### config.mk
export PLATFORM = sky130hd
export DESIGN_NAME = sbh_back_flat
export DESIGN_NICKNAME = d
export VERILOG_FILES = /design/src/rtl/sbh_pkg.sv /design/src/rtl/sbh_if.sv /design/src/rtl/sbh_ram.sv /design/src/rtl/sbh_div.sv /design/src/rtl/sbh_sqrt.sv /design/src/rtl/sbh_back.sv /design/src/flat_wrapper.sv
export SDC_FILE = /design/constraint.sdc
export NUM_CORES = 2
export LEC_CHECK = 0
export ABC_AREA = 1
export BUFFER_PORTS_ARGS = -buffer_cell sky130_fd_sc_hd__buf_4
export CORE_AREA = 5 5 470 472
export DETAILED_ROUTE_END_ITERATION = 7
export DIE_AREA = 0 0 475 477
export GPL_ROUTABILITY_DRIVEN = 0
export MAX_ROUTING_LAYER = met4
export PLACE_DENSITY = 0.75
export SYNTH_ARGS = -nofsm -noshare
export SYNTH_HDL_FRONTEND = slang
export SYNTH_SLANG_ARGS = --single-unit
### constraint.sdc
create_clock -name i_clk -period 18.1 [get_ports i_clk]
set_input_delay 3.62 -clock i_clk [delete_from_list [all_inputs] [get_ports i_clk]]
set_output_delay 3.62 -clock i_clk [all_outputs]
set_load 0.02 [all_outputs]
### src/rtl/sbh_pkg.sv
// Package for the sample statistics histogram block.
// Holds the shared widths, limits, the job struct passed from front to back and the result struct.
// No dependencies.
package sbh_pkg;

    localparam int SAMPLE_W    = 32;
    localparam int MAX_SAMPLES = 1024;
    localparam int ADDR_W      = $clog2(MAX_SAMPLES);
    localparam int CNT_W       = ADDR_W + 1;
    localparam int SUM_W       = 42;
    localparam int MAX_BINS    = 62;
    localparam int BIN_W       = 6;
    localparam int BIN_DEPTH   = MAX_BINS + 1;
    localparam int TALLY_W     = 11;
    localparam int ACC_W       = 74;
    localparam int DIV_W       = 74;
    localparam int SQ_W        = 2 * SAMPLE_W;
    localparam int PROD_W      = SAMPLE_W + BIN_W;

    localparam logic [BIN_W-1:0]   BIN_COUNT_RESET = BIN_W'(8);
    localparam logic [TALLY_W-1:0] TALLY_MAX       = '1;

    localparam logic KIND_STATS = 1'b0;
    localparam logic KIND_BIN   = 1'b1;

    // One finished set, handed from the front to the back
    typedef struct packed {
        logic [CNT_W-1:0]    count;
        logic [SUM_W-1:0]    sum;
        logic [SAMPLE_W-1:0] min;
        logic [SAMPLE_W-1:0] max;
        logic                drop;
        logic [BIN_W-1:0]    n;
    } t_job;

    // One result item
    typedef struct packed {
        logic                kind;
        logic [SUM_W-1:0]    total;
        logic [SAMPLE_W-1:0] mean;
        logic [SAMPLE_W-1:0] maximum;
        logic [SAMPLE_W-1:0] minimum;
        logic [SAMPLE_W-1:0] std_dev;
        logic [BIN_W-1:0]    bin_index;
        logic [TALLY_W-1:0]  bin_tally;
        logic                overflowed;
        logic                final_res;
    } t_res;

endpackage

### src/rtl/sbh_if.sv


interface sbh_out_if;
    logic                         valid;
    logic                         ready;
    logic                         kind;
    logic [sbh_pkg::SUM_W-1:0]    total;
    logic [sbh_pkg::SAMPLE_W-1:0] mean;
    logic [sbh_pkg::SAMPLE_W-1:0] maximum;
    logic [sbh_pkg::SAMPLE_W-1:0] minimum;
    logic [sbh_pkg::SAMPLE_W-1:0] std_dev;
    logic [sbh_pkg::BIN_W-1:0]    bin_index;
    logic [sbh_pkg::TALLY_W-1:0]  bin_tally;
    logic                         overflowed;
    logic                         final_res;
    modport source (output valid, kind, total, mean, maximum, minimum, std_dev,
                    bin_index, bin_tally, overflowed, final_res, input ready);
    modport sink   (input valid, kind, total, mean, maximum, minimum, std_dev,
                    bin_index, bin_tally, overflowed, final_res, output ready);
endinterface


### src/rtl/sbh_ram.sv
// Generic simple dual-port RAM, one write and one registered read port.
// No dependencies.
module sbh_ram #(
    parameter int WIDTH = 32,
    parameter int DEPTH = 1024,
    localparam int AW   = $clog2(DEPTH)
) (
    input  logic             i_clk,
    input  logic             i_we,
    input  logic [AW-1:0]    i_waddr,
    input  logic [WIDTH-1:0] i_wdata,
    input  logic [AW-1:0]    i_raddr,
    output logic [WIDTH-1:0] o_rdata
);
    logic [WIDTH-1:0] r_mem [DEPTH];
    logic [WIDTH-1:0] r_rdata;

    // Write and registered read
    always_ff @(posedge i_clk) begin
        if (i_we) begin
            r_mem[i_waddr] <= i_wdata;
        end
        r_rdata <= r_mem[i_raddr];
    end

    assign o_rdata = r_rdata;
endmodule

### src/rtl/sbh_div.sv
// Restoring divider, one quotient bit per cycle.
// Depends on sbh_pkg for DIV_W and SAMPLE_W.
module sbh_div (
    input  logic                         i_clk,
    input  logic                         i_rst_n,
    input  logic                         i_start,
    input  logic [sbh_pkg::DIV_W-1:0]    i_dividend,
    input  logic [sbh_pkg::SAMPLE_W-1:0] i_divisor,
    output logic                         o_done,
    output logic [sbh_pkg::DIV_W-1:0]    o_quot
);
    localparam int STEP_W = $clog2(sbh_pkg::DIV_W + 1);

    logic                         r_busy;
    logic                         r_done;
    logic [STEP_W-1:0]            r_step;
    logic [sbh_pkg::DIV_W-1:0]    r_q;
    logic [sbh_pkg::SAMPLE_W-1:0] r_d;
    logic [sbh_pkg::SAMPLE_W-1:0] r_rem;
    logic [sbh_pkg::SAMPLE_W:0]   n_trial;
    logic                         n_fit;

    // Shift in the next dividend bit and test against the divisor
    always_comb begin
        n_trial = {r_rem, r_q[sbh_pkg::DIV_W-1]};
        n_fit   = n_trial >= {1'b0, r_d};
    end

    // Control
    always_ff @(posedge i_clk) begin
        if (!i_rst_n) begin
            r_busy <= 1'b0;
            r_done <= 1'b0;
            r_step <= '0;
        end else begin
            r_done <= 1'b0;
            if (i_start) begin
                r_busy <= 1'b1;
                r_step <= '0;
            end else if (r_busy) begin
                r_step <= r_step + 1'b1;
                if (r_step == STEP_W'(sbh_pkg::DIV_W - 1)) begin
                    r_busy <= 1'b0;
                    r_done <= 1'b1;
                end
            end
        end
    end

    // Datapath
    always_ff @(posedge i_clk) begin
        if (i_start) begin
            r_q   <= i_dividend;
            r_d   <= i_divisor;
            r_rem <= '0;
        end else if (r_busy) begin
            r_rem <= n_fit ? sbh_pkg::SAMPLE_W'(n_trial - {1'b0, r_d})
                           : n_trial[sbh_pkg::SAMPLE_W-1:0];
            r_q   <= {r_q[sbh_pkg::DIV_W-2:0], n_fit};
        end
    end

    assign o_done = r_done;
    assign o_quot = r_q;
endmodule

### src/rtl/sbh_sqrt.sv
// Integer square root, one result bit per cycle, bit-pair method.
// Depends on sbh_pkg for SQ_W and SAMPLE_W.
module sbh_sqrt (
    input  logic                         i_clk,
    input  logic                         i_rst_n,
    input  logic                         i_start,
    input  logic [sbh_pkg::SQ_W-1:0]     i_value,
    output logic                         o_done,
    output logic [sbh_pkg::SAMPLE_W-1:0] o_root
);
    localparam int RW     = sbh_pkg::SAMPLE_W + 3;
    localparam int STEP_W = $clog2(sbh_pkg::SAMPLE_W + 1);

    logic                         r_busy;
    logic                         r_done;
    logic [STEP_W-1:0]            r_step;
    logic [sbh_pkg::SQ_W-1:0]     r_v;
    logic [RW-1:0]                r_rem;
    logic [sbh_pkg::SAMPLE_W-1:0] r_root;
    logic [RW-1:0]                n_rem;
    logic [RW-1:0]                n_trial;
    logic                         n_fit;

    // Bring down two bits and try root*4+1
    always_comb begin
        n_rem   = {r_rem[RW-3:0], r_v[sbh_pkg::SQ_W-1 -: 2]};
        n_trial = RW'({r_root, 2'b01});
        n_fit   = n_rem >= n_trial;
    end

    // Control
    always_ff @(posedge i_clk) begin
        if (!i_rst_n) begin
            r_busy <= 1'b0;
            r_done <= 1'b0;
            r_step <= '0;
        end else begin
            r_done <= 1'b0;
            if (i_start) begin
                r_busy <= 1'b1;
                r_step <= '0;
            end else if (r_busy) begin
                r_step <= r_step + 1'b1;
                if (r_step == STEP_W'(sbh_pkg::SAMPLE_W - 1)) begin
                    r_busy <= 1'b0;
                    r_done <= 1'b1;
                end
            end
        end
    end

    // Datapath
    always_ff @(posedge i_clk) begin
        if (i_start) begin
            r_v    <= i_value;
            r_rem  <= '0;
            r_root <= '0;
        end else if (r_busy) begin
            r_v    <= {r_v[sbh_pkg::SQ_W-3:0], 2'b00};
            r_rem  <= n_fit ? n_rem - n_trial : n_rem;
            r_root <= {r_root[sbh_pkg::SAMPLE_W-2:0], n_fit};
        end
    end

    assign o_done = r_done;
    assign o_root = r_root;
endmodule

### src/rtl/sbh_back.sv
// Back end of the statistics block: mean, variance pass, square root,
// histogram pass and report output.
// Depends on sbh_pkg, sbh_out_if, sbh_ram, sbh_div and sbh_sqrt.
module sbh_back (
    input  logic                         i_clk,
    input  logic                         i_rst_n,
    input  logic                         i_job_valid,
    input  sbh_pkg::t_job                i_job,
    output logic                         o_job_ready,
    output logic [sbh_pkg::ADDR_W-1:0]   o_ram_raddr,
    input  logic [sbh_pkg::SAMPLE_W-1:0] i_ram_rdata,
    output logic                         o_done,
    sbh_out_if.source                    o_res
);
    typedef enum logic [14:0] {
        S_IDLE      = 15'b000000000000001,
        S_MEAN      = 15'b000000000000010,
        S_VAR       = 15'b000000000000100,
        S_VDIV      = 15'b000000000001000,
        S_SQRT      = 15'b000000000010000,
        S_CLR       = 15'b000000000100000,
        S_BRD       = 15'b000000001000000,
        S_BWAIT     = 15'b000000010000000,
        S_BMUL      = 15'b000000100000000,
        S_BDIV      = 15'b000001000000000,
        S_BINC_WAIT = 15'b000010000000000,
        S_BINC_WR   = 15'b000100000000000,
        S_STAT      = 15'b001000000000000,
        S_HWAIT     = 15'b010000000000000,
        S_HOUT      = 15'b100000000000000
    } t_state;

    t_state                       r_state;
    sbh_pkg::t_job                r_job;
    logic [sbh_pkg::CNT_W-1:0]    r_idx;
    logic [sbh_pkg::BIN_W-1:0]    r_k;
    logic [sbh_pkg::SAMPLE_W-1:0] r_mean;
    logic [sbh_pkg::SAMPLE_W-1:0] r_std;
    logic [2:0]                   r_pv;
    logic [sbh_pkg::SAMPLE_W-1:0] r_d;
    logic [sbh_pkg::SQ_W-1:0]     r_sq;
    logic [sbh_pkg::ACC_W-1:0]    r_acc;
    logic [sbh_pkg::PROD_W-1:0]   r_prod;
    logic                         r_div_start;
    logic [sbh_pkg::DIV_W-1:0]    r_div_a;
    logic [sbh_pkg::SAMPLE_W-1:0] r_div_b;
    logic                         r_sqrt_start;
    logic [sbh_pkg::SQ_W-1:0]     r_sqrt_v;
    logic                         r_done;
    logic                         r_out_valid;
    sbh_pkg::t_res                r_res;

    logic                         div_done;
    logic [sbh_pkg::DIV_W-1:0]    div_quot;
    logic                         sqrt_done;
    logic [sbh_pkg::SAMPLE_W-1:0] sqrt_root;
    logic [sbh_pkg::TALLY_W-1:0]  bin_rdata;
    logic                         bin_we;
    logic [sbh_pkg::TALLY_W-1:0]  bin_wdata;
    logic [sbh_pkg::SAMPLE_W-1:0] n_span;
    logic [sbh_pkg::SAMPLE_W-1:0] n_diff;
    logic                         n_issue;
    logic                         n_out_free;

    // Shared divider for the mean, the variance and the bin number
    sbh_div u_div (
        .i_clk      (i_clk),
        .i_rst_n    (i_rst_n),
        .i_start    (r_div_start),
        .i_dividend (r_div_a),
        .i_divisor  (r_div_b),
        .o_done     (div_done),
        .o_quot     (div_quot)
    );

    sbh_sqrt u_sqrt (
        .i_clk   (i_clk),
        .i_rst_n (i_rst_n),
        .i_start (r_sqrt_start),
        .i_value (r_sqrt_v),
        .o_done  (sqrt_done),
        .o_root  (sqrt_root)
    );

    // Bin counters
    sbh_ram #(
        .WIDTH (sbh_pkg::TALLY_W),
        .DEPTH (sbh_pkg::BIN_DEPTH)
    ) u_bins (
        .i_clk   (i_clk),
        .i_we    (bin_we),
        .i_waddr (r_k),
        .i_wdata (bin_wdata),
        .i_raddr (r_k),
        .o_rdata (bin_rdata)
    );

    always_comb begin
        n_span     = r_job.max - r_job.min;
        n_diff     = i_ram_rdata - r_job.min;
        n_issue    = (r_state == S_VAR) && (r_idx != r_job.count);
        n_out_free = !r_out_valid || o_res.ready;
        bin_we     = (r_state == S_CLR) || (r_state == S_BINC_WR);
        if (r_state == S_CLR) begin
            bin_wdata = '0;
        end else if (bin_rdata == sbh_pkg::TALLY_MAX) begin
            bin_wdata = bin_rdata;
        end else begin
            bin_wdata = bin_rdata + 1'b1;
        end
    end

    assign o_job_ready = r_state == S_IDLE;
    assign o_ram_raddr = r_idx[sbh_pkg::ADDR_W-1:0];
    assign o_done      = r_done;

    // Sequencer
    always_ff @(posedge i_clk) begin
        if (!i_rst_n) begin
            r_state      <= S_IDLE;
            r_div_start  <= 1'b0;
            r_sqrt_start <= 1'b0;
            r_done       <= 1'b0;
            r_out_valid  <= 1'b0;
            r_pv         <= '0;
        end else begin
            r_div_start  <= 1'b0;
            r_sqrt_start <= 1'b0;
            r_done       <= 1'b0;
            r_pv         <= {r_pv[1:0], n_issue};
            if (o_res.valid && o_res.ready) begin
                r_out_valid <= 1'b0;
            end
            case (r_state)
                S_IDLE: begin
                    if (i_job_valid) begin
                        r_div_start <= 1'b1;
                        r_state     <= S_MEAN;
                    end
                end
                S_MEAN: begin
                    if (div_done) begin
                        r_state <= S_VAR;
                    end
                end
                S_VAR: begin
                    if (!n_issue && r_pv == '0) begin
                        r_div_start <= 1'b1;
                        r_state     <= S_VDIV;
                    end
                end
                S_VDIV: begin
                    if (div_done) begin
                        r_sqrt_start <= 1'b1;
                        r_state      <= S_SQRT;
                    end
                end
                S_SQRT: begin
                    if (sqrt_done) begin
                        r_state <= S_CLR;
                    end
                end
                S_CLR: begin
                    if (r_k == r_job.n) begin
                        r_state <= S_BRD;
                    end
                end
                S_BRD: begin
                    r_state <= (r_idx == r_job.count) ? S_STAT : S_BWAIT;
                end
                S_BWAIT: begin
                    r_state <= (n_span == '0) ? S_BINC_WAIT : S_BMUL;
                end
                S_BMUL: begin
                    r_div_start <= 1'b1;
                    r_state     <= S_BDIV;
                end
                S_BDIV: begin
                    if (div_done) begin
                        r_state <= S_BINC_WAIT;
                    end
                end
                S_BINC_WAIT: begin
                    r_state <= S_BINC_WR;
                end
                S_BINC_WR: begin
                    r_state <= S_BRD;
                end
                S_STAT: begin
                    if (n_out_free) begin
                        r_out_valid <= 1'b1;
                        r_state     <= S_HWAIT;
                    end
                end
                S_HWAIT: begin
                    r_state <= S_HOUT;
                end
                S_HOUT: begin
                    if (n_out_free) begin
                        r_out_valid <= 1'b1;
                        if (r_k == r_job.n) begin
                            r_done  <= 1'b1;
                            r_state <= S_IDLE;
                        end else begin
                            r_state <= S_HWAIT;
                        end
                    end
                end
                default: begin
                    r_state <= S_IDLE;
                end
            endcase
        end
    end

    // Datapath
    always_ff @(posedge i_clk) begin
        // Variance pipeline: read, distance, square, accumulate
        if (r_pv[0]) begin
            r_d <= (i_ram_rdata > r_mean) ? i_ram_rdata - r_mean : r_mean - i_ram_rdata;
        end
        if (r_pv[1]) begin
            r_sq <= sbh_pkg::SQ_W'(r_d) * sbh_pkg::SQ_W'(r_d);
        end
        if (r_pv[2]) begin
            r_acc <= r_acc + sbh_pkg::ACC_W'(r_sq);
        end
        if (n_issue) begin
            r_idx <= r_idx + 1'b1;
        end
        case (r_state)
            S_IDLE: begin
                r_job   <= i_job;
                r_div_a <= sbh_pkg::DIV_W'(i_job.sum);
                r_div_b <= sbh_pkg::SAMPLE_W'(i_job.count);
            end
            S_MEAN: begin
                r_mean <= div_quot[sbh_pkg::SAMPLE_W-1:0];
                r_idx  <= '0;
                r_acc  <= '0;
            end
            S_VAR: begin
                r_div_a <= sbh_pkg::DIV_W'(r_acc);
            end
            S_VDIV: begin
                r_sqrt_v <= div_quot[sbh_pkg::SQ_W-1:0];
                r_k      <= '0;
            end
            S_SQRT: begin
                r_std <= sqrt_root;
                r_idx <= '0;
            end
            S_CLR: begin
                if (r_k != r_job.n) begin
                    r_k <= r_k + 1'b1;
                end
            end
            S_BWAIT: begin
                r_k    <= '0;
                r_prod <= sbh_pkg::PROD_W'(n_diff) * sbh_pkg::PROD_W'(r_job.n);
            end
            S_BMUL: begin
                r_div_a <= sbh_pkg::DIV_W'(r_prod);
                r_div_b <= n_span;
            end
            S_BDIV: begin
                r_k <= div_quot[sbh_pkg::BIN_W-1:0];
            end
            S_BINC_WR: begin
                r_idx <= r_idx + 1'b1;
            end
            S_STAT: begin
                if (n_out_free) begin
                    r_res            <= '0;
                    r_res.kind       <= sbh_pkg::KIND_STATS;
                    r_res.total      <= r_job.sum;
                    r_res.mean       <= r_mean;
                    r_res.maximum    <= r_job.max;
                    r_res.minimum    <= r_job.min;
                    r_res.std_dev    <= r_std;
                    r_res.overflowed <= r_job.drop;
                    r_k              <= '0;
                end
            end
            S_HOUT: begin
                if (n_out_free) begin
                    r_res            <= '0;
                    r_res.kind       <= sbh_pkg::KIND_BIN;
                    r_res.bin_index  <= r_k;
                    r_res.bin_tally  <= bin_rdata;
                    r_res.overflowed <= r_job.drop;
                    r_res.final_res  <= r_k == r_job.n;
                    r_k              <= r_k + 1'b1;
                end
            end
            default: begin
            end
        endcase
    end

    // Output register
    assign o_res.valid      = r_out_valid;
    assign o_res.kind       = r_res.kind;
    assign o_res.total      = r_res.total;
    assign o_res.mean       = r_res.mean;
    assign o_res.maximum    = r_res.maximum;
    assign o_res.minimum    = r_res.minimum;
    assign o_res.std_dev    = r_res.std_dev;
    assign o_res.bin_index  = r_res.bin_index;
    assign o_res.bin_tally  = r_res.bin_tally;
    assign o_res.overflowed = r_res.overflowed;
    assign o_res.final_res  = r_res.final_res;
endmodule

### src/flat_wrapper.sv
// flat-port wrapper written by rule: the top's interface ports become plain ports
module sbh_back_flat 
  (i_clk, i_rst_n, i_job_valid, i_job, o_job_ready, o_ram_raddr, i_ram_rdata, o_done, o_res_valid, o_res_kind, o_res_total, o_res_mean, o_res_maximum, o_res_minimum, o_res_std_dev, o_res_bin_index, o_res_bin_tally, o_res_overflowed, o_res_final_res, o_res_ready);
  sbh_out_if o_res_i ();
  input  logic i_clk;
  input  logic i_rst_n;
  input  logic i_job_valid;
  input  sbh_pkg::t_job i_job;
  output logic o_job_ready;
  output logic [sbh_pkg::ADDR_W-1:0] o_ram_raddr;
  input  logic [sbh_pkg::SAMPLE_W-1:0] i_ram_rdata;
  output logic o_done;
  output wire logic [$bits(o_res_i.valid)-1:0] o_res_valid;
  output wire logic [$bits(o_res_i.kind)-1:0] o_res_kind;
  output wire logic [$bits(o_res_i.total)-1:0] o_res_total;
  output wire logic [$bits(o_res_i.mean)-1:0] o_res_mean;
  output wire logic [$bits(o_res_i.maximum)-1:0] o_res_maximum;
  output wire logic [$bits(o_res_i.minimum)-1:0] o_res_minimum;
  output wire logic [$bits(o_res_i.std_dev)-1:0] o_res_std_dev;
  output wire logic [$bits(o_res_i.bin_index)-1:0] o_res_bin_index;
  output wire logic [$bits(o_res_i.bin_tally)-1:0] o_res_bin_tally;
  output wire logic [$bits(o_res_i.overflowed)-1:0] o_res_overflowed;
  output wire logic [$bits(o_res_i.final_res)-1:0] o_res_final_res;
  input wire logic [$bits(o_res_i.ready)-1:0] o_res_ready;
  assign o_res_valid = o_res_i.valid;
  assign o_res_kind = o_res_i.kind;
  assign o_res_total = o_res_i.total;
  assign o_res_mean = o_res_i.mean;
  assign o_res_maximum = o_res_i.maximum;
  assign o_res_minimum = o_res_i.minimum;
  assign o_res_std_dev = o_res_i.std_dev;
  assign o_res_bin_index = o_res_i.bin_index;
  assign o_res_bin_tally = o_res_i.bin_tally;
  assign o_res_overflowed = o_res_i.overflowed;
  assign o_res_final_res = o_res_i.final_res;
  assign o_res_i.ready = o_res_ready;
  sbh_back u_core (.i_clk(i_clk), .i_rst_n(i_rst_n), .i_job_valid(i_job_valid), .i_job(i_job), .o_job_ready(o_job_ready), .o_ram_raddr(o_ram_raddr), .i_ram_rdata(i_ram_rdata), .o_done(o_done), .o_res(o_res_i));
endmodule
== Word-level counts from Yosys, hierarchy flattened ==
Memory sizes are Yosys's and may differ from the RTL's. A register that Yosys moved wholly into a read port is not among the register bits.
Cells that the tools add are included.
Cells by class
  $add $sub $neg: 12
  multipliers: 2
  magnitude comparators: 3
  eq/ne operators: 32
  multiplexer cells: 51
  bitwise operators: 3
  reductions and logical operators: 28
Operators by type and width (count)
  $mux 190: 2
  $pmux 190 s2: 1
  $pmux 15 s15: 1
  $pmux 74 s3: 1
  $sub 32x32->32: 5
  $mux 74: 2
  $mux 15: 9
  $mux 64: 2
  $add 74x64->74: 1
  $mul 32x32->64: 1
  $mux 32: 2
  $pmux 32 s2: 1
  $mux 11: 4
  $mul 32x6->38: 1
  $ge 35x34->1: 1
  $ge 33x32->1: 1
  $mux 33: 1
  $sub 33x33->33: 1
  $gt 32x32->1: 1
  $logic_not 32->1: 1
  $pmux 6 s5: 1
  $add 11x1->11 const B: 2
  $pmux 11 s2: 1
  $mux 6: 3
  other kinds (44): 85
Storage, ports and cells
  bits in registers: 1079
  RAM bits: 693
  bits of input ports: 160
  memories kept: 1
Memory list
  u_core.u_bins.r_mem: words 63, width 11, rd ports 1, clocked after memory_dff 1, wr ports 1, line sbh_ram.sv:15  | logic [WIDTH-1:0] r_mem [DEPTH];

== Depth between registers and ports, before layout ==
  word-level depth: 6
  depth in mapped cells: 35
  gate-level depth less buffers: 33

== Cells and area by module ==
Synthesis repeated with hierarchy kept, for this count alone.
Second synthesis, totals
  cells, all modules: 13560
  area, all modules: 122436.2 um2
By module, submodules not included
  sbh_back: times used 1, cells each 8821, area an instance 77209.0 um2
  sbh_ram: times used 1, cells each 2411, area an instance 28584.9 um2
  sbh_div: times used 1, cells each 1151, area an instance 8565.7 um2
  sbh_sqrt: times used 1, cells each 1177, area an instance 8076.5 um2

== Worst setup path before layout ==
Ideal clock, no wire load.
  path kind: input port to flip-flop
  start: in o_res_ready
  end: reg, netlist name u_core.o_res.bin_index[0]
  arrival time: 11.561 ns
  required time: 17.353 ns
  path slack: 5.792 ns
  stages on the path: 2
  path buffers: 0
  cell sequence: nor2_1 nor2_1
Between the ends
  cells in the longest elaborated chain, start to end: 3
RTL lines
  from (decl): line flat_wrapper.sv:24  | input wire logic [$bits(o_res_i.ready)-1:0] o_res_ready;
  $logic_or 1x1->1 (*): line sbh_back.sv:102  | n_out_free = !r_out_valid || o_res.ready;
  $ne 2x1->1 (no source line)
  $reduce_and 3->1 (no source line) (*)
Every way passes the cells marked *; elsewhere a longest branch is shown, timed or not.
A chain may end at the register's enable or synchronous reset.

== Final worst setup path ==
  start: in i_ram_rdata[0] (netlist bit)
  end: reg u_core.r_prod[33] (netlist bit) (data pin)
Between the ends
  cells in the longest elaborated chain, start to end: 2
RTL lines
  from (decl): line flat_wrapper.sv:11  | input logic [sbh_pkg::SAMPLE_W-1:0] i_ram_rdata;
  $sub 32x32->32: line sbh_back.sv:100  | n_diff = i_ram_rdata - r_job.min;
  $mul 32x6->38: line sbh_back.sv:260  | r_prod <= sbh_pkg::PROD_W'(n_diff) * sbh_pkg::PROD_W'(r_job.n);
  to (signal assigned): line sbh_back.sv:260
  to (decl): line sbh_back.sv:43  | logic [sbh_pkg::PROD_W-1:0] r_prod;
Every way passes these cells.

==> results.json <==
{
  "wl_per_cell_microns": 22.32,
  "hpwl_microns": 256100,
  "cp.depth": 27,
  "num_vias": 91110,
  "cts_tree": "yes",
  "antenna_left": 0,
  "status": "finished, violations left",
  "slew_headroom_pct": 8.696,
  "rows": 171,
  "violations": "design-rule violations",
  "die_width_microns": 475,
  "min_delay_path_depth": 0,
  "post-cts-setup-buffers": 0,
  "yosys_register_bits": 1782,
  "drt-initial-drc-count": 11450,
  "h-tree-depth": 4,
  "critPathKind": "in2reg",
  "routed_via_density": 5.804,
  "cap_viol_max_count": 0,
  "reg2reg_depth": 28,
  "clock_path_buffers": 3,
  "hold_viol": 0,
  "fin_skew_ps": 71.77,
  "clock_latency_ps": 870,
  "synthesis.nets": 14060,
  "io_buffers": 362,
  "clock.fmax_ghz": 0.1117,
  "maxSlewViolCount": 0,
  "ctsResizeCount": 0,
  "cp-end-kind": "flop",
  "area_growth_pct": 9.891,
  "track_usage_pct": 31.50,
  "cts_hold_buf": 0,
  "fin_tns_setup_ps": 0,
  "cp-start-kind": "input pin",
  "post-route-util_pct": 60.07,
  "synthArstFlopShare_pct": 0,
  "synth.avg_cell_area_sq_um": 9.543,
  "final_area_sq_mm": 0.1298,
  "worstPathArrival_ps": 9500,
  "start_util_pct": 54.66,
  "clkSinkCount": 1782,
  "synthFlopType": "edfxtp_1",
  "rsz0062_at_grt": "no",
  "period_share_pct": 49.48,
  "syn_inst": 12380,
  "grt_pass1_vias": 91190,
  "worst_path_max_delay_cell": "xor2_1",
  "die_y_microns": 477,
  "grt-ovfl-total": 0,
  "worstHoldPathType": "reg2reg",
  "crit_family": "adder cells",
  "nNetsFinal": 14350,
  "finalSetupViolCount": 0,
  "placed_cell_area_sq_mm": 0.1238,
  "crit_buf_inv": 4,
  "fp.dieArea_sq_mm": 0.2266,
  "synth_cell_type_count": 74,
  "crit_fanout": 6,
  "grt_first_pass_wirelength_microns": 532600,
  "synth_edf_count": 1561,
  "totalWireLength_microns": 350400,
  "synth.cell_area_sq_mm": 0.1181,
  "drt_pass1_iterations": 8,
  "tightestPinTransition_ps": 1365,
  "io_pins": 363,
  "fin_cells": 15700,
  "drc_errors": 30,
  "grt_max_degree": 99,
  "seq_area_frac_synth_pct": 43.43,
  "cts_buffers": 174,
  "yosys_warnings": 0,
  "coreArea_sq_mm": 0.2161,
  "root_buffer": "clkbuf_16",
  "antenna_found_initial": 15,
  "max_stage_delay_ps": 580,
  "path_clk_slew_ps": 80,
  "layout_min_cycle_time_ps": 8956,
  "critPathRequiredTime_ps": 18650,
  "dp.cells": 15350,
  "drive_above_1_share_pct": 6.919
}
-- cell families after synthesis --
group	after synthesis	synth area share, %
multiplexers	7	0.05932
AND/OR/NAND/NOR	4372	15.03
adder cells (fa/ha/maj)	1520	21.94
flip-flops	1782	43.43
AO/OA/AOI/OAI	1626	8.261
XOR/XNOR	312	2.313
buffers and inverters	2758	8.972
-- through the flow --
stage / hold WS (ps) / setup WS, ps
2_1_floorplan: 400.3 / 5792
3_3_place_gp: 404.4 / 8606
3_5_place_dp: 407.2 / 8532
4_1_cts: 394.8 / 9380
5_1_grt: 406.5 / 8819
6_report: 385.7 / 9144
-- cell usage in the layout, fill, tap and decap left out, types with 14 or more instances in the layout --
cell type / synthesis / layout
a21boi_0: 18 / 18
a21o_1: 48 / 48
a21oi_1: 588 / 586
a221oi_1: 67 / 67
a22o_1: 41 / 41
a22oi_1: 100 / 100
a31oi_1: 60 / 60
buf_4: 16 / 478
bufinv_16: 0 / 14
clkbuf_1: 214 / 34
clkbuf_16: 0 / 178
clkinv_1: 7 / 40
clkinv_2: 0 / 23
dfxtp_1: 221 / 218
diode_2: 0 / 24
edfxtp_1: 1561 / 1561
fa_1: 918 / 918
ha_1: 602 / 602
inv_1: 2365 / 2359
inv_2: 22 / 22
nand2_1: 2727 / 2726
nand3_1: 304 / 303
nand3b_1: 18 / 18
nand4_1: 144 / 144
nor2_1: 970 / 966
nor3_1: 93 / 92
nor4_1: 24 / 23
o211ai_1: 63 / 63
o21a_1: 38 / 38
o21ai_0: 407 / 407
o21ai_1: 39 / 39
o21ai_2: 17 / 17
o21bai_1: 45 / 45
o22ai_1: 32 / 32
or2_1: 19 / 19
or2_2: 21 / 21
xnor2_1: 107 / 107
xor2_1: 205 / 205
-- area by class of cell --
type,count,area [sq um]
Inverter,2397,9021
Antenna cell,24,60.06
Multi-Input combinational cell,7837,56300
Timing Repair Buffer,479,3608
Clock inverter,100,1186
Sequential cell,1782,51310
Fill cell,17470,86290
Tap cell,2854,3571
Clock buffer,224,4747
-- routing by layer --
layer	up-vias	routed length, microns	global-route usage, %
li1	40500	-	-
met1	43910	126200	39.16
met2	5478	160400	48.47
met3	1221	40750	7.065
met4	0	23050	16.50
met5	-	0	-
-- synth_stat cells (7+ instances only) --
cell       count  area (sq um)
a31oi_1       60         375.4
o211ai_1      63         473.0
o21ai_0      407          2037
ha_1         602          7532
nand3_1      304          1521
nor4_1        24         150.1
inv_2         22         82.58
buf_4         16         120.1
o2bb2ai_1      9         78.83
buf_1         43         161.4
edfxtp_1    1561         46870
a22oi_1      100         750.7
clkinv_1       7         26.28
a21o_1        48         360.4
nor3_1        93         465.5
o2111ai_1      8         70.07
nand2_1     2727         10240
o21ai_1       39         195.2
or2_2         21         131.4
clkbuf_1     214         803.3
mux2i_1        7         70.07
buf_6         10         112.6
a21boi_0      18         135.1
dfxtp_1      221          4424
fa_1         918         18380
o21a_1        38         285.3
or2_1         19         118.9
inv_1       2365          8877
o21ai_2       17         148.9
nor2_2        10         62.56
o21bai_1      45         337.8
buf_2         70         350.3
nand3b_1      18         135.1
a22o_1        41         359.1
nor2_1       970          3641
xnor2_1      107         937.2
xor2_1       205          1795
a21oi_1      588          2943
a221oi_1      67         586.8
a21oi_2       10         87.58
o22ai_1       32         200.2
nand2_2       12         75.07
nand4_1      144         900.9
a31o_2         7         61.31
-- sequential cells by signal, indices dropped and copies added, names as in the netlist, 33 cells and up --
signal,cells
u_core.u_bins.r_mem,693
u_core.r_job,124
u_core.r_acc,74
u_core.r_div_a,74
u_core.u_div.o_quot,74
u_core.r_sqrt_v,64
u_core.u_sqrt.r_v,64
u_core.r_sq,63
u_core.o_res.total,42
u_core.r_prod,38
u_core.u_sqrt.r_rem,33
-- path summary, 6_finish.rpt --
| kind | end | startpoint | slack (ps) |
|---|---|---|---|
| hold reg to reg | u_core.u_div.r_d[21] | u_core.r_div_b[21] | 390 |
| hold / removal | u_core.u_div.r_d[21] | u_core.r_div_b[21] | 390 |
| setup / recovery | u_core.r_prod[33] | i_ram_rdata[0] | 9140 |
| setup reg to reg | u_core.r_sq[56] | u_core.r_d[14] | 10090 |
Power is not shown: default switching activity piles up to over one toggle a cycle in this logic, so the estimate is an artifact.
