File: src/rtl/sbh_pkg.sv
// Package for the sample statistics histogram block.
// Holds the shared widths, limits, the job struct passed from front to back and the result struct.
// No dependencies.
package sbh_pkg;

    localparam int SAMPLE_W    = 32;
    localparam int MAX_SAMPLES = 1024;
    localparam int ADDR_W      = $clog2(MAX_SAMPLES);
    localparam int CNT_W       = ADDR_W + 1;
    localparam int SUM_W       = 42;
    localparam int MAX_BINS    = 62;
    localparam int BIN_W       = 6;
    localparam int BIN_DEPTH   = MAX_BINS + 1;
    localparam int TALLY_W     = 11;
    localparam int ACC_W       = 74;
    localparam int DIV_W       = 74;
    localparam int SQ_W        = 2 * SAMPLE_W;
    localparam int PROD_W      = SAMPLE_W + BIN_W;

    localparam logic [BIN_W-1:0]   BIN_COUNT_RESET = BIN_W'(8);
    localparam logic [TALLY_W-1:0] TALLY_MAX       = '1;

    localparam logic KIND_STATS = 1'b0;
    localparam logic KIND_BIN   = 1'b1;

    // One finished set, handed from the front to the back
    typedef struct packed {
        logic [CNT_W-1:0]    count;
        logic [SUM_W-1:0]    sum;
        logic [SAMPLE_W-1:0] min;
        logic [SAMPLE_W-1:0] max;
        logic                drop;
        logic [BIN_W-1:0]    n;
    } t_job;

    // One result item
    typedef struct packed {
        logic                kind;
        logic [SUM_W-1:0]    total;
        logic [SAMPLE_W-1:0] mean;
        logic [SAMPLE_W-1:0] maximum;
        logic [SAMPLE_W-1:0] minimum;
        logic [SAMPLE_W-1:0] std_dev;
        logic [BIN_W-1:0]    bin_index;
        logic [TALLY_W-1:0]  bin_tally;
        logic                overflowed;
        logic                final_res;
    } t_res;

endpackage

File: src/rtl/sbh_if.sv
// Channel interfaces of the sample statistics histogram block.
// Depends on sbh_pkg for field widths.
interface sbh_in_if;
    logic                         valid;
    logic                         ready;
    logic [sbh_pkg::SAMPLE_W-1:0] sample;
    logic                         last;
    modport source (output valid, sample, last, input ready);
    modport sink   (input valid, sample, last, output ready);
endinterface


File: src/rtl/sbh_front.sv
// Front of the statistics block: accepts samples, stores them, keeps running
// sum, min, max and count, and queues a finished set for the back end.
// Depends on sbh_pkg and sbh_in_if.
module sbh_front (
    input  logic                         i_clk,
    input  logic                         i_rst_n,
    sbh_in_if.sink                       i_in,
    input  logic [sbh_pkg::BIN_W-1:0]    i_bin_count,
    input  logic                         i_done,
    output logic                         o_job_valid,
    output sbh_pkg::t_job                o_job,
    input  logic                         i_job_ready,
    output logic                         o_ram_we,
    output logic [sbh_pkg::ADDR_W-1:0]   o_ram_waddr,
    output logic [sbh_pkg::SAMPLE_W-1:0] o_ram_wdata
);
    logic [sbh_pkg::CNT_W-1:0]    r_count;
    logic [sbh_pkg::SUM_W-1:0]    r_sum;
    logic [sbh_pkg::SAMPLE_W-1:0] r_min;
    logic [sbh_pkg::SAMPLE_W-1:0] r_max;
    logic                         r_drop;
    logic                         r_busy;
    sbh_pkg::t_job                r_q [2];
    logic                         r_wp;
    logic                         r_rp;
    logic [1:0]                   r_qcnt;

    logic                         n_accept;
    logic                         n_room;
    logic                         n_push;
    logic                         n_pop;
    sbh_pkg::t_job                n_job;
    logic [sbh_pkg::SAMPLE_W-1:0] n_x;

    assign i_in.ready = !r_busy && (r_qcnt != 2'd2);

    // Classify the beat and build the set summary it would close
    always_comb begin
        n_accept = i_in.valid && i_in.ready;
        n_room   = r_count < sbh_pkg::CNT_W'(sbh_pkg::MAX_SAMPLES);
        n_x      = i_in.sample;
        n_push   = n_accept && i_in.last;
        n_pop    = o_job_valid && i_job_ready;
        n_job.count = n_room ? r_count + 1'b1 : r_count;
        n_job.sum   = n_room ? r_sum + sbh_pkg::SUM_W'(n_x) : r_sum;
        n_job.min   = (n_room && n_x < r_min) ? n_x : r_min;
        n_job.max   = (n_room && n_x > r_max) ? n_x : r_max;
        n_job.drop  = r_drop || !n_room;
        if (i_bin_count == '0) begin
            n_job.n = sbh_pkg::BIN_W'(1);
        end else if (i_bin_count > sbh_pkg::BIN_W'(sbh_pkg::MAX_BINS)) begin
            n_job.n = sbh_pkg::BIN_W'(sbh_pkg::MAX_BINS);
        end else begin
            n_job.n = i_bin_count;
        end
    end

    // Store write
    assign o_ram_we    = n_accept && n_room;
    assign o_ram_waddr = r_count[sbh_pkg::ADDR_W-1:0];
    assign o_ram_wdata = n_x;

    // Running statistics; clear after a set closes
    always_ff @(posedge i_clk) begin
        if (!i_rst_n) begin
            r_count <= '0;
            r_sum   <= '0;
            r_min   <= '1;
            r_max   <= '0;
            r_drop  <= 1'b0;
            r_busy  <= 1'b0;
        end else begin
            if (n_push) begin
                r_count <= '0;
                r_sum   <= '0;
                r_min   <= '1;
                r_max   <= '0;
                r_drop  <= 1'b0;
                r_busy  <= 1'b1;
            end else if (n_accept) begin
                r_count <= n_job.count;
                r_sum   <= n_job.sum;
                r_min   <= n_job.min;
                r_max   <= n_job.max;
                r_drop  <= n_job.drop;
            end
            // Hold off new samples until the back end has finished the report
            if (i_done) begin
                r_busy <= 1'b0;
            end
        end
    end

    // Job queue pointers
    always_ff @(posedge i_clk) begin
        if (!i_rst_n) begin
            r_wp   <= 1'b0;
            r_rp   <= 1'b0;
            r_qcnt <= '0;
        end else begin
            if (n_push) begin
                r_wp <= !r_wp;
            end
            if (n_pop) begin
                r_rp <= !r_rp;
            end
            r_qcnt <= r_qcnt + {1'b0, n_push} - {1'b0, n_pop};
        end
    end

    // Job queue storage
    always_ff @(posedge i_clk) begin
        if (n_push) begin
            r_q[r_wp] <= n_job;
        end
    end

    assign o_job_valid = r_qcnt != '0;
    assign o_job       = r_q[r_rp];
endmodule

File: src/flat_wrapper.sv
// flat-port wrapper written by rule: the top's interface ports become plain ports
module sbh_front_flat 
  (i_clk, i_rst_n, i_bin_count, i_done, o_job_valid, o_job, i_job_ready, o_ram_we, o_ram_waddr, o_ram_wdata, i_in_valid, i_in_sample, i_in_last, i_in_ready);
  sbh_in_if i_in_i ();
  input  logic i_clk;
  input  logic i_rst_n;
  input  logic [sbh_pkg::BIN_W-1:0] i_bin_count;
  input  logic i_done;
  output logic o_job_valid;
  output sbh_pkg::t_job o_job;
  input  logic i_job_ready;
  output logic o_ram_we;
  output logic [sbh_pkg::ADDR_W-1:0] o_ram_waddr;
  output logic [sbh_pkg::SAMPLE_W-1:0] o_ram_wdata;
  input wire logic [$bits(i_in_i.valid)-1:0] i_in_valid;
  input wire logic [$bits(i_in_i.sample)-1:0] i_in_sample;
  input wire logic [$bits(i_in_i.last)-1:0] i_in_last;
  output wire logic [$bits(i_in_i.ready)-1:0] i_in_ready;
  assign i_in_i.valid = i_in_valid;
  assign i_in_i.sample = i_in_sample;
  assign i_in_i.last = i_in_last;
  assign i_in_ready = i_in_i.ready;
  sbh_front u_core (.i_clk(i_clk), .i_rst_n(i_rst_n), .i_in(i_in_i), .i_bin_count(i_bin_count), .i_done(i_done), .o_job_valid(o_job_valid), .o_job(o_job), .i_job_ready(i_job_ready), .o_ram_we(o_ram_we), .o_ram_waddr(o_ram_waddr), .o_ram_wdata(o_ram_wdata));
endmodule
File: config.mk
export PLATFORM = sky130hd
export DESIGN_NAME = sbh_front_flat
export DESIGN_NICKNAME = d
export VERILOG_FILES = /design/src/rtl/sbh_pkg.sv /design/src/rtl/sbh_if.sv /design/src/rtl/sbh_front.sv /design/src/flat_wrapper.sv
export SDC_FILE = /design/constraint.sdc
export NUM_CORES = 1
export LEC_CHECK = 0
export ABC_AREA = 0
export BUFFER_PORTS_ARGS = -buffer_cell sky130_fd_sc_hd__buf_2
export CORE_UTILIZATION = 59
export DETAILED_ROUTE_END_ITERATION = 16
export PLACE_DENSITY = 0.8
export SLEW_MARGIN = 20
export SYNTH_ARGS = -nofsm -noshare
export SYNTH_HDL_FRONTEND = slang
export SYNTH_SLANG_ARGS = --single-unit
File: constraint.sdc
create_clock -name i_clk -period 9.22 [get_ports i_clk]
set_input_delay 1.844 -clock i_clk [delete_from_list [all_inputs] [get_ports i_clk]]
set_output_delay 1.844 -clock i_clk [all_outputs]
set_load 0.05 [all_outputs]
-- Word-level counts from Yosys, hierarchy flattened
Memory sizes are Yosys's and may differ from the RTL's. A register that Yosys moved wholly into a read port is not among the register bits.
Index checks and enable logic that the tools add are counted.
- register bits after elaboration: 123
- memory bits (writable): 248
- input port bits: 44
- output and inout bits: 169
- logic and storage cells: 46
- memories kept: 1
- add/sub/neg operators: 4
- magnitude comparators: 4
- eq/ne operators: 1
- mux-type cells: 10
- bitwise logic cells: 1
- reduce and logical (&&, ||, !) cells: 16
- memory list (memory ; depth ; width ; read ports ; clocked after memory_dff ; wr ports ; line ; RTL):
    u_core.r_q ; 2 ; 124 ; 1 ; 1 ; 1 ; sbh_front.sv:23 ; sbh_pkg::t_job r_q [2];
- operator list (cell ; count):
    two-way mux 32 bit ; 2
    adder 42 x 32 -> 42 bit ; 1
    two-way mux 42 bit ; 1
    > comparator 32 bit ; 1
    < comparator 32 bit ; 1
    two-way mux 6 bit ; 2
    adder 11 x 1 -> 11 bit (second input constant) ; 1
    < comparator 11 bit (second input constant) ; 1
    two-way mux 11 bit ; 1
    logical AND 1 bit ; 7
    > comparator 6 bit (second input constant) ; 1
    logical NOT 6 bit ; 1
    logical NOT 1 bit ; 4
    two-way mux 1 bit ; 4
    OR reduction 2 bit ; 2
    adder 2 x 1 -> 2 bit ; 1
    != test 2 bit (second input constant) ; 1
    nonzero test 2 bit ; 1
    subtractor 2 x 1 -> 2 bit ; 1
    logical OR 1 bit ; 1
    NOT 1 bit ; 1

-- Logic depth before layout (Yosys ltp)
Gate-level depths: netlist (run 1).
- word-level depth: 6
- mapped depth: 12
- mapped depth without buffers: 10

-- Worst setup path before layout (run 1)
OpenSTA, ideal clock, no wires.
- path kind: input-to-reg
- start point: input port i_in_valid
- end point: memory u_core.r_q[0][0] in the netlist's numbering, enable pin
- setup time: 0.609 ns
- arrival time: 7.401 ns
- required time: 8.611 ns
- slack: 1.210 ns
- cell stages on the path: 4
- buffers on the path: 1
- cell sequence: and2_1 > buf_2 > nand2_1 > nor2_1
- word-level cells in the longest chain between the ends: 4
- ends and longest elaborated chain (item ; line ; RTL):
    from (decl) ; flat_wrapper.sv:15 ; input wire logic [$bits(i_in_i.valid)-1:0] i_in_valid;
    logical AND 1 bit ; sbh_front.sv:39 ; n_accept = i_in.valid && i_in.ready;
    logical AND 1 bit ; sbh_front.sv:42 ; n_push = n_accept && i_in.last;
    two-way mux 1 bit ; sbh_front.sv:113 ; if (n_push) begin
    two-way mux 1 bit (not written as such) ; sbh_front.sv:114 ; r_q[r_wp] <= n_job;
    to (decl) ; sbh_front.sv:23 ;
No other way between the ends.

-- Worst setup path after layout (run 1)
- start point: input port i_in_valid
- end point: output port o_ram_we
- word-level cells in the longest chain between the ends: 2
- ends and longest elaborated chain (item ; line ; RTL):
    logical AND 1 bit ; sbh_front.sv:39 ;
    logical AND 1 bit ; sbh_front.sv:59 ; assign o_ram_we = n_accept && n_room;
    to (decl) ; flat_wrapper.sv:12 ; output logic o_ram_we;
No other way between the ends.

==> results.ini, run 1 <==
[run_status]
status=finished clean

[clocking]
ctsHtreeMaxLevel=2
cts_hold_buf=0
worstSkewPairLatency_ps=520
cts_setup_buffers=0
clock_sinks=372
cts_root_buf=clkbuf_16
cts-resized-gates=0
cts_tree=done
cts_buffer_depth=3
clkTransAtPathRegs_ps=60
cts_made_buffers=39

[grt]
grt_pass1_wl_mm=70.3
track_usage_pct=27.1
grt_max_degree=89
overflow=0
grt_pass1_vias=13500
antenna_found_initial=0

[drt]
vias=13500
drt_iter0_drc=1173
route.detailed.drc=0
first_pass_iters=6
routed_wl_mm=45.0
wl_per_cell_um=20.0
avgViaCountPerCell=5.99
antenna_left=0

[logic_synthesis]
synth_top_area_share_pct=39.1
synth_async_sr_flop_share_pct=0
synth_enable_flop_cells=248
synth_flop_cell=edfxtp_1
synth_seq_cells=372
synth_cell_types=62
synth.top_cells.by_count=248 x edfxtp_1, 156 x nand2_1, 131 x mux2_2, 124 x dfxtp_1, 112 x inv_1
synth_top_area_cell=edfxtp_1
synthCells=1682
yosysMostFrequentCell=edfxtp_1
syn_area_per_cell_um2=11.3
ys_seq_area_share_pct=52.2
synthesis.area_mm2=0.0190
ys_top_cells_by_area=edfxtp_1 39%, dfxtp_1 13%, mux2_2 7.8%, ha_1 6.4%, mux2i_1 5.0%
ys_warn_count=0
synth_nets=1825

[sta]
finalWorstSetupSlack_ps=4080
tightestPinTransition_ps=1090
hold_violations=0
relSlewSlack_pct=27.3
skew_ps=15.4
rsz0062_at_grt=false
finalSetupTns_ps=0
setup-violations-final=0
drv_slew=0
max_freq_ghz=0.195
fin_crit_sh_pct=55.7
period_needed_ps=5140

[cells_and_area]
antenna_cells=0
final_nets=1965
drive_gt1_share_pct=23.2
seqCellArea_mm2=0.00993
fillers=2303
multi_input_area_mm2=0.00810
area_growth_pct=12.1

[setup_path]
worstPathMaxFanout=63
cp.arrival_ps=3290
path_cells=buf_2, and2_1, nand2b_2, buf_4, inv_1, buf_2
cp-end-kind=primary output
cp_common_cell=buf_2
max_stage_delay_ps=550
startpoint_type=primary input
crit_type=primary input to primary output
cpMaxStageDelayCell=buf_4
cp_data_required_time_ps=7380

[placed_design]
pre_cts_slack_ps=3900
hpwl_mm=30.6
routabilityCongestion=0.928
portBuffers=212

[die]
die_w_um=182
die_area_mm2=0.0330
pin_count=213
core_area_mm2=0.0316
rows=65
start_util_pct=60.1
fp.dieH_um=182

[power_and_ir_drop]
peakVddDrop_mv=0.207
power_leakage_uw=0.00865
power_density_mw_per_mm2=271

[run]
drv_cap=0

[worst_hold_path]
hold_path_class=flip-flop to flip-flop

-- final timing paths --
check | start | to | slack (ps) | cells after the start
worst max-delay path | i_in_valid | o_ram_we | 4080 | 6
worst min-delay path | u_core.r_drop | u_core.r_drop | 460 | 2
worst max register to register | u_core.r_min[5] | u_core.r_min[10] | 5530 | 11
worst min register to register | u_core.r_drop | u_core.r_drop | 460 | 2
-- placed cells by master (no fill, tap or decap), types with 7 or more instances in the layout --
| master | count |
|---|---|
| a21o_1 | 48 |
| a21oi_1 | 76 |
| and2_1 | 21 |
| and3_1 | 9 |
| buf_2 | 212 |
| buf_4 | 15 |
| clkbuf_1 | 19 |
| clkbuf_16 | 39 |
| dfxtp_1 | 122 |
| edfxtp_1 | 248 |
| ha_1 | 98 |
| inv_1 | 112 |
| mux2_2 | 131 |
| mux2i_1 | 95 |
| nand2_1 | 156 |
| nand3_1 | 40 |
| nand4_1 | 15 |
| nor2_1 | 62 |
| nor2b_1 | 8 |
| nor3_1 | 16 |
| o211ai_1 | 35 |
| o21ai_0 | 59 |
| o21bai_1 | 7 |
| or3_1 | 9 |
| or4_1 | 34 |
| xnor2_1 | 26 |
| xor2_1 | 29 |
-- power by group --
part / internal [uW] / leakage (uW) / switching, uW
combinational: 691 / 0.00480 / 1520
clock: 830 / 0.000548 / 612
sequential: 2040 / 0.00331 / 96.5
total: 3560 / 0.00865 / 2230
-- metal layers --
metal	vias up	track usage, %	wire [um]
li1	6357	-	-
met1	6545	34.8	18700
met2	516	46.7	22000
met3	71	4.79	3200
met4	0	8.27	1060
met5	-	0	0
-- worst max-delay path, delay by kind of cell --
kind                   cells  cell delay [ps]
buffers and inverters      4             1040
AND/OR/NAND/NOR            2              370
-- layout make-up --
cell class,count,share of cell area (%)
clock buffers,60,5.04
well taps,402,2.36
clock inverters,10,0.364
inverters,113,1.99
repair buffers,229,5.70
flip-flops and latches,372,46.6
multi-input cells,1067,38.0
-- flip-flops by register name (all words and copies together) (netlist names), named ones only --
signal / count
u_core.r_max: 32
u_core.r_wp: 1
u_core.r_qcnt: 2
u_core.r_min: 32
u_core.r_q: 248
u_core.r_rp: 1
u_core.r_count: 11
u_core.r_busy: 1
u_core.r_drop: 1
u_core.r_sum: 42
-- kinds of logic after synthesis --
family                     after synthesis  synth area share (%)
AOI/OAI and AO/OA                      289                  10.1
adders and majority gates               99                  6.55
and+or+nand+nor                        398                  10.1
buffers and inverters                  243                  5.70
DFF                                    372                  52.2
xor gates and xnor gates                55                  2.53
muxes                                  226                  12.8
-- metrics by stage --
step / power, uW / instance area [um2] / utilization (%) / instances / hold WS, ps
after floorplan: 3840 / 19000 / - / 1682 / 429
after global placement: 4280 / 20100 / 63.6 / 2181 / 440
after detailed placement: 4360 / 20200 / 63.7 / 2182 / 452
after CTS: 5800 / 21300 / 67.3 / 2252 / 462
after global routing: 6050 / 21300 / 67.4 / 2253 / 475
final: 5790 / 21300 / 67.4 / 2253 / 462
Power figures use the tool's default switching activity.
==> run 2, diff against run 1 <==
--- a/config.mk
+++ b/config.mk
@@ -5,11 +5,11 @@
 export SDC_FILE = /design/constraint.sdc
 export NUM_CORES = 1
 export LEC_CHECK = 0
-export ABC_AREA = 0
+export ABC_AREA = 1
 export BUFFER_PORTS_ARGS = -buffer_cell sky130_fd_sc_hd__buf_2
-export CORE_UTILIZATION = 59
+export CORE_UTILIZATION = 54
 export DETAILED_ROUTE_END_ITERATION = 16
-export PLACE_DENSITY = 0.8
+export PLACE_DENSITY = 0.77
 export SLEW_MARGIN = 20
 export SYNTH_ARGS = -nofsm -noshare
 export SYNTH_HDL_FRONTEND = slang
==> constraint.sdc (replaced) <==
create_clock -name i_clk -period 4.2 [get_ports i_clk]
set_input_delay 0.84 -clock i_clk [delete_from_list [all_inputs] [get_ports i_clk]]
set_output_delay 0.84 -clock i_clk [all_outputs]
set_load 0.05 [all_outputs]
==> run 2 against run 1 <==
  * Non-clock buffer count is the same
  * Final cell count grew 28%
  * Largest cell class unchanged
  * Count of clock-buffer cells in the layout grew 4
  * Synthesized cell count grew 33%
  * Wire length grew 15%
  * Die area grew 15%
  * First-iteration DRC count shrank 2.4%
  * Flip-flop and latch count is the same
  * Via count grew 17%
  * Critical endpoint is now o_job[11]
  * Clock power grew 140%
==> results.ini, run 2 <==
[placed_design]
routabilityCongestion=0.886  ; -4.6%
pre_cts_slack_ps=817  ; -3090 ps
hpwl_mm=35.3  ; +15%
placed_cell_area_mm2=0.0212  ; +5.2%
portBuffers=212  ; unchanged

[logic_synthesis]
synth_nets=2380  ; +30%
ys_top_cells_by_area=edfxtp_1 37%, dfxtp_1 12%, nand2_1 9.9%, mux2_2 6.9%, ha_1 6.1%
synthesis.area_mm2=0.0201  ; +5.6%
synth_cell_types=44  ; -29%
synth.top_cells.by_count=532 x nand2_1, 310 x inv_1, 248 x edfxtp_1, 168 x a21oi_1, 155 x nand3_1
syn_area_per_cell_um2=8.98  ; -21%
ys_seq_area_share_pct=49.4  ; -2.8 points
yosysMostFrequentCell=nand2_1
ys_warn_count=0  ; unchanged
synth_async_sr_flop_share_pct=0  ; unchanged
synth_seq_cells=372  ; unchanged
synth_top_area_share_pct=37.1  ; -2.1 points
synth_flop_cell=edfxtp_1
synth_enable_flop_cells=248  ; unchanged
synth_top_area_cell=edfxtp_1
synthCells=2237  ; +33%

[die]
rows=70  ; +7.7%
die_area_mm2=0.0380  ; +15%
fp.dieH_um=195  ; +7.3%
core_area_mm2=0.0366  ; +16%
die_w_um=195  ; +7.3%
pin_count=213  ; unchanged
start_util_pct=54.9  ; -5.3 points

[power_and_ir_drop]
power_density_mw_per_mm2=618  ; +130%
swShare_pct=40.5  ; +2.0 points
peakVddDrop_mv=0.371  ; +79%
pwr-share-seq_pct=35.6  ; -1.3 points
p_int_uw=8270  ; +130%
p_switching_uw=5630  ; +150%
pwr-share-comb_pct=39.3  ; +1.1 points
pwr-share-clk_pct=25.1  ; +0.2 points
power_leakage_uw=0.0103  ; +19%

[worst_hold_path]
hold_path_class=primary input to flip-flop
whs_path_depth=2  ; unchanged
min_from=i_done
hold_end=u_core.r_busy

[clocking]
cts_setup_buffers=0  ; unchanged
ctsHtreeMaxLevel=2  ; unchanged
cts_hold_buf=0  ; unchanged
cts-resized-gates=0  ; unchanged
clock_sinks=372  ; unchanged
cts_root_buf=clkbuf_16
worstSkewPairLatency_ps=560  ; +40 ps
cts_made_buffers=40  ; +2.6%
cts_buffer_depth=3  ; unchanged
clkTransAtPathRegs_ps=60  ; about the same
cts_tree=done

[cells_and_area]
mostFrequentLayoutCell=nand2_1
final_nets=2522  ; +28%
reg_top3=u_core.r_q x248, u_core.r_sum x42
design_area_mm2=0.0225  ; +5.5%
largest-register=u_core.r_q
largest_reg_flops=248  ; unchanged
area_growth_pct=11.9
drive_gt1_share_pct=18.9  ; -4.4 points
final_cell_mix=530 x nand2_1, 310 x inv_1, 248 x edfxtp_1, 212 x buf_2, 167 x a21oi_1
fillers=3087  ; +34%

[sta]
relSlewSlack_pct=23.0  ; -4.2 points
rsz0062_at_grt=false
drv_slew=0  ; unchanged
max_freq_ghz=0.299
hold_violations=0  ; unchanged
finalWorstSetupSlack_ps=860  ; -3220 ps
period_needed_ps=3340
skew_ps=18.4  ; +2.97 ps
tightestPinTransition_ps=1150  ; +63.7 ps
fin_crit_sh_pct=79.5
setup-violations-final=0  ; unchanged

[grt]
track_usage_pct=27.1  ; +0.056 points
grt_pass1_vias=15500  ; +15%
antenna_found_initial=1  ; +1
grt_max_degree=125  ; +40%
grt_pass1_wl_mm=80.7  ; +15%
overflow=0  ; unchanged

[run]
drv_cap=0  ; unchanged

[setup_path]
r2r-start=u_core.r_max[15]
cp.arrival_ps=2500  ; -790 ps
cp_data_required_time_ps=3360  ; -4020 ps
reg2regPathDepth=11  ; unchanged
cp-end-kind=primary output
timing.rr.end=u_core.r_q[1][28]
ff2ff_setup_slack_ps=1420  ; -4110 ps
startpoint_type=flip-flop
worstPathMaxFanout=57  ; -9.5%
crit_type=flip-flop to primary output

[drt]
route.detailed.drc=0  ; unchanged
avgViaCountPerCell=5.50  ; -8.1%
routed_wl_mm=51.7  ; +15%
wl_per_cell_um=18.0  ; -10%
drt_iter0_drc=1145  ; -2.4%
vias=15800  ; +17%
antenna_left=0  ; unchanged
first_pass_iters=5  ; -1

[run_status]
status=finished clean

[run 2: cell count changes after synthesis, sizes merged, moves of 38 or more]
cell	before	now
nand2	156	564
inv	112	312
nand3	40	155
mux2i	95	0
a21oi	76	169
a21o	48	2
clkbuf	71	33
[run 2: layout make-up]
class | instances | area, um2 | area share, %
repair buffers | 229 | 1240 | 5.51
inverters | 313 | 1170 | 5.22
clock buffers | 64 | 1180 | 5.27
diodes | 1 | 2.50 | 0.0111
well taps | 468 | 586 | 2.60
flip-flops and latches | 372 | 9930 | 44.2
clock inverters | 10 | 110 | 0.490
multi-input cells | 1423 | 8260 | 36.7
[run 2: logic make-up (layout without fill, tap and decap cells)]
kind of cell | count (synthesis) | count (layout) | synth area share [%]
adder cells (fa/ha/maj) | 99 | 99 | 6.20
buffers and inverters | 442 | 616 | 9.63
multiplexers | 124 | 124 | 6.95
XOR/XNOR | 30 | 30 | 1.31
other | 0 | 1 | 0
flip-flops | 372 | 372 | 49.4
AND/OR/NAND/NOR | 911 | 911 | 19.7
AO/OA/AOI/OAI | 259 | 259 | 6.80
[run 2: per-stage QoR]
step | utilization (%) | TNS (ps) | total power (uW) | hold WS (ps) | cells
finish | 61.4 | 0 | 13900 | 427 | 2880
global route | 61.4 | 0 | 14600 | 425 | 2880
CTS | 61.4 | 0 | 13900 | 403 | 2879
detailed placement | 57.9 | 0 | 10400 | 441 | 2805
global placement | 57.9 | 0 | 10300 | 426 | 2805
floorplan | - | -197050 | 9180 | 425 | 2237
[run 2: worst max-delay path by stage]
stage                      from                end  depth (start not counted)
6_report              flip-flop          o_job[11]                          3
2_1_floorplan  u_core.r_qcnt[0]   u_core.r_q[1][0]                          6
5_1_grt               flip-flop          o_job[11]                          3
3_5_place_dp    i_in_sample[15]  u_core.r_q[0][33]                         11
3_3_place_gp    i_in_sample[15]  u_core.r_q[0][37]                         11
4_1_cts               flip-flop          o_job[61]                          3
[run 2: power groups by stage]
stage          combinational, uW  clock (uW)  sequential (uW)
3_3_place_gp                5300           0             4990
2_1_floorplan               4290           0             4890
3_5_place_dp                5410           0             5020
5_1_grt                     5910        3690             5000
4_1_cts                     5450        3550             4950
6_report                    5460        3490             4950
[run 2: worst max-delay path, stage by stage (launching register included)]
cell and delay, ps:
dfxtp_4 920, buf_12 320, mux2_2 420, buf_2 230
[run 2: metal layers]
| metal | track usage [%] | vias up | wire length (um) |
|---|---|---|---|
| met1 | 35.1 | 7528 | 22100 |
| met3 | 4.81 | 89 | 3750 |
| met5 | 0 | - | 0 |
| li1 | - | 7674 | - |
| met4 | 9.83 | 0 | 1430 |
| met2 | 45.5 | 555 | 24500 |
==> run 3, diff against run 2 <==
--- a/config.mk
+++ b/config.mk
@@ -7,9 +7,9 @@
 export LEC_CHECK = 0
 export ABC_AREA = 1
 export BUFFER_PORTS_ARGS = -buffer_cell sky130_fd_sc_hd__buf_2
-export CORE_UTILIZATION = 54
+export CORE_UTILIZATION = 60
 export DETAILED_ROUTE_END_ITERATION = 16
-export PLACE_DENSITY = 0.77
+export PLACE_DENSITY = 0.81
 export SLEW_MARGIN = 20
 export SYNTH_ARGS = -nofsm -noshare
 export SYNTH_HDL_FRONTEND = slang
==> constraint.sdc (replaced) <==
create_clock -name i_clk -period 3.1 [get_ports i_clk]
set_input_delay 0.62 -clock i_clk [delete_from_list [all_inputs] [get_ports i_clk]]
set_output_delay 0.62 -clock i_clk [all_outputs]
set_load 0.05 [all_outputs]
==> run 3 against run 2 <==
  * Via count is 1.8% higher
  * Flip-flop and latch count stayed put
  * Register-to-register slack worse by 940 ps
  * Die area is 9.9% lower
  * First-iteration DRC count is 29% higher
  * Sequential power is 35% higher
  * Combinational power is 40% higher
  * Largest power group unchanged
  * Highest routed layer unchanged
==> results.ini, run 3 (synthesis results as in run 2) <==
[sta]
finalWorstSetupSlack_ps=234  ; -625 ps
hold_violations=0  ; unchanged
fin_crit_sh_pct=92.4
tightestPinTransition_ps=1150  ; -8.96 ps
relSlewSlack_pct=23.6  ; +0.60 points
setup-violations-final=0  ; unchanged
drv_slew=0  ; unchanged
period_needed_ps=2870
max_freq_ghz=0.349
skew_ps=17.3  ; -1.05 ps
rsz0062_at_grt=false

[die]
die_w_um=185  ; -5.1%
fp.dieH_um=185  ; -5.1%
die_area_mm2=0.0342  ; -9.9%
pin_count=213  ; unchanged
core_area_mm2=0.0328  ; -10%
start_util_pct=61.3  ; +6.4 points
rows=66  ; -5.7%

[setup_path]
cp-end-kind=primary output
cpMaxStageDelayCell=dfxtp_4
r2r-start=u_core.r_max[15]
worstPathMaxFanout=48  ; -16%
path_cells=buf_12, mux2_2, buf_2
ff2ff_setup_slack_ps=480  ; -940 ps
max_stage_delay_ps=710  ; -210 ps
cp_data_required_time_ps=2480  ; -880 ps
startpoint_type=flip-flop
reg2regPathDepth=9  ; -2
crit_type=flip-flop to primary output
cp.arrival_ps=2250  ; -250 ps

[placed_design]
hpwl_mm=37.1  ; +5.1%
routabilityCongestion=0.953  ; +7.6%
placed_cell_area_mm2=0.0214  ; +0.97%
pre_cts_slack_ps=108  ; -708 ps
placed_cells=2800  ; -0.18%
portBuffers=212  ; unchanged

[drt]
vias=16100  ; +1.8%
routed_wl_mm=53.5  ; +3.4%
route.detailed.drc=0  ; unchanged
first_pass_iters=6  ; +1
drt_iter0_drc=1477  ; +29%
wl_per_cell_um=18.6  ; +3.6%
antenna_left=0  ; unchanged
avgViaCountPerCell=5.62  ; +2.1%

[clocking]
cts-resized-gates=0  ; unchanged
cts_made_buffers=39  ; -2.5%
cts_buffer_depth=3  ; unchanged
cts_root_buf=clkbuf_16
ctsHtreeMaxLevel=2  ; unchanged
clkTransAtPathRegs_ps=60  ; about the same
worstSkewPairLatency_ps=540  ; -20 ps
cts_tree=done
cts_hold_buf=0  ; unchanged
clock_sinks=372  ; unchanged
cts_setup_buffers=0  ; unchanged

[cells_and_area]
drive_gt1_share_pct=19.7  ; +0.85 points
largest_reg_flops=248  ; unchanged
mostFrequentLayoutCell=nand2_1
final_cell_mix=529 x nand2_1, 309 x inv_1, 248 x edfxtp_1, 212 x buf_2, 167 x a21oi_1
final_nets=2542  ; +0.79%
design_area_mm2=0.0227  ; +1.0%
fillers=2505  ; -19%
area_growth_pct=13.0
final_cell_count_no_fill=2873  ; -0.24%
reg_top3=u_core.r_q x248, u_core.r_sum x42
largest-register=u_core.r_q

[worst_hold_path]
hold_path_class=primary input to flip-flop
min_from=i_done
whs_path_depth=2  ; unchanged

[run]
drv_cap=0  ; unchanged

[grt]
grt_max_degree=104  ; -17%
track_usage_pct=31.2  ; +4.1 points
antenna_found_initial=2  ; +1
overflow=0  ; unchanged
grt_pass1_wl_mm=82.2  ; +1.9%
grt_pass1_vias=15700  ; +1.4%

[power_and_ir_drop]
power_leakage_uw=0.0104  ; +1.3%
peakVddDrop_mv=1.01  ; +170%
power_density_mw_per_mm2=840  ; +36%

[run_status]
status=finished clean

run 3: changes by cell type in the layout (fill, tap and decap cells not counted), moves of 4 or more:
cell	change
buf_12	+5
clkbuf_16	-4
clkbuf_1	-8
buf_4	+16
clkinv_1	+5
run 3: path summary, 6_finish.rpt:
check | endpoint
worst min register to register | flip-flop
worst max register to register | u_core.r_q[1][20]
worst min-delay path | u_core.r_busy
worst max-delay path | o_job[103]
run 3: layout make-up:
class / instances / area, um2 / share of cell area, %
antenna: 2 / 5.00 / 0.0220
sequential: 372 / 9930 / 43.7
tap: 442 / 553 / 2.43
clock buffer: 54 / 1080 / 4.76
inverter: 313 / 1180 / 5.18
multi-input combinational: 1423 / 8280 / 36.4
timing repair buffer: 250 / 1460 / 6.42
clock inverter: 17 / 228 / 1.00
run 3: through the flow:
step	hold slack, ps	TNS (ps)	utilization [%]	power [uW]
after floorplan	425	-46300	-	12400
after global placement	423	0	65.3	14100
after detailed placement	445	0	65.3	14300
after CTS	243	0	69.3	19100
after global routing	255	0	69.3	19900
final	260	0	69.3	19100
run 3: where the power goes:
group          internal, uW  switching [uW]
Clock                  2860            1910
Combinational          2220            5400
Sequential             6280             410
run 3: layer usage:
metal / share of wire (%) / up-vias / track usage, %
met5: 0 / - / 0
met4: 3.5 / 0 / 11.8
met3: 8.0 / 128 / 5.01
met2: 47 / 701 / 52.4
met1: 41 / 7570 / 40.5
li1: - / 7735 / -
run 3: worst max-delay path, delay by kind of cell, from the launching register on:
kind	cells	cell delay, ps
muxes	1	400
buffers and inverters	2	540
DFF	1	710
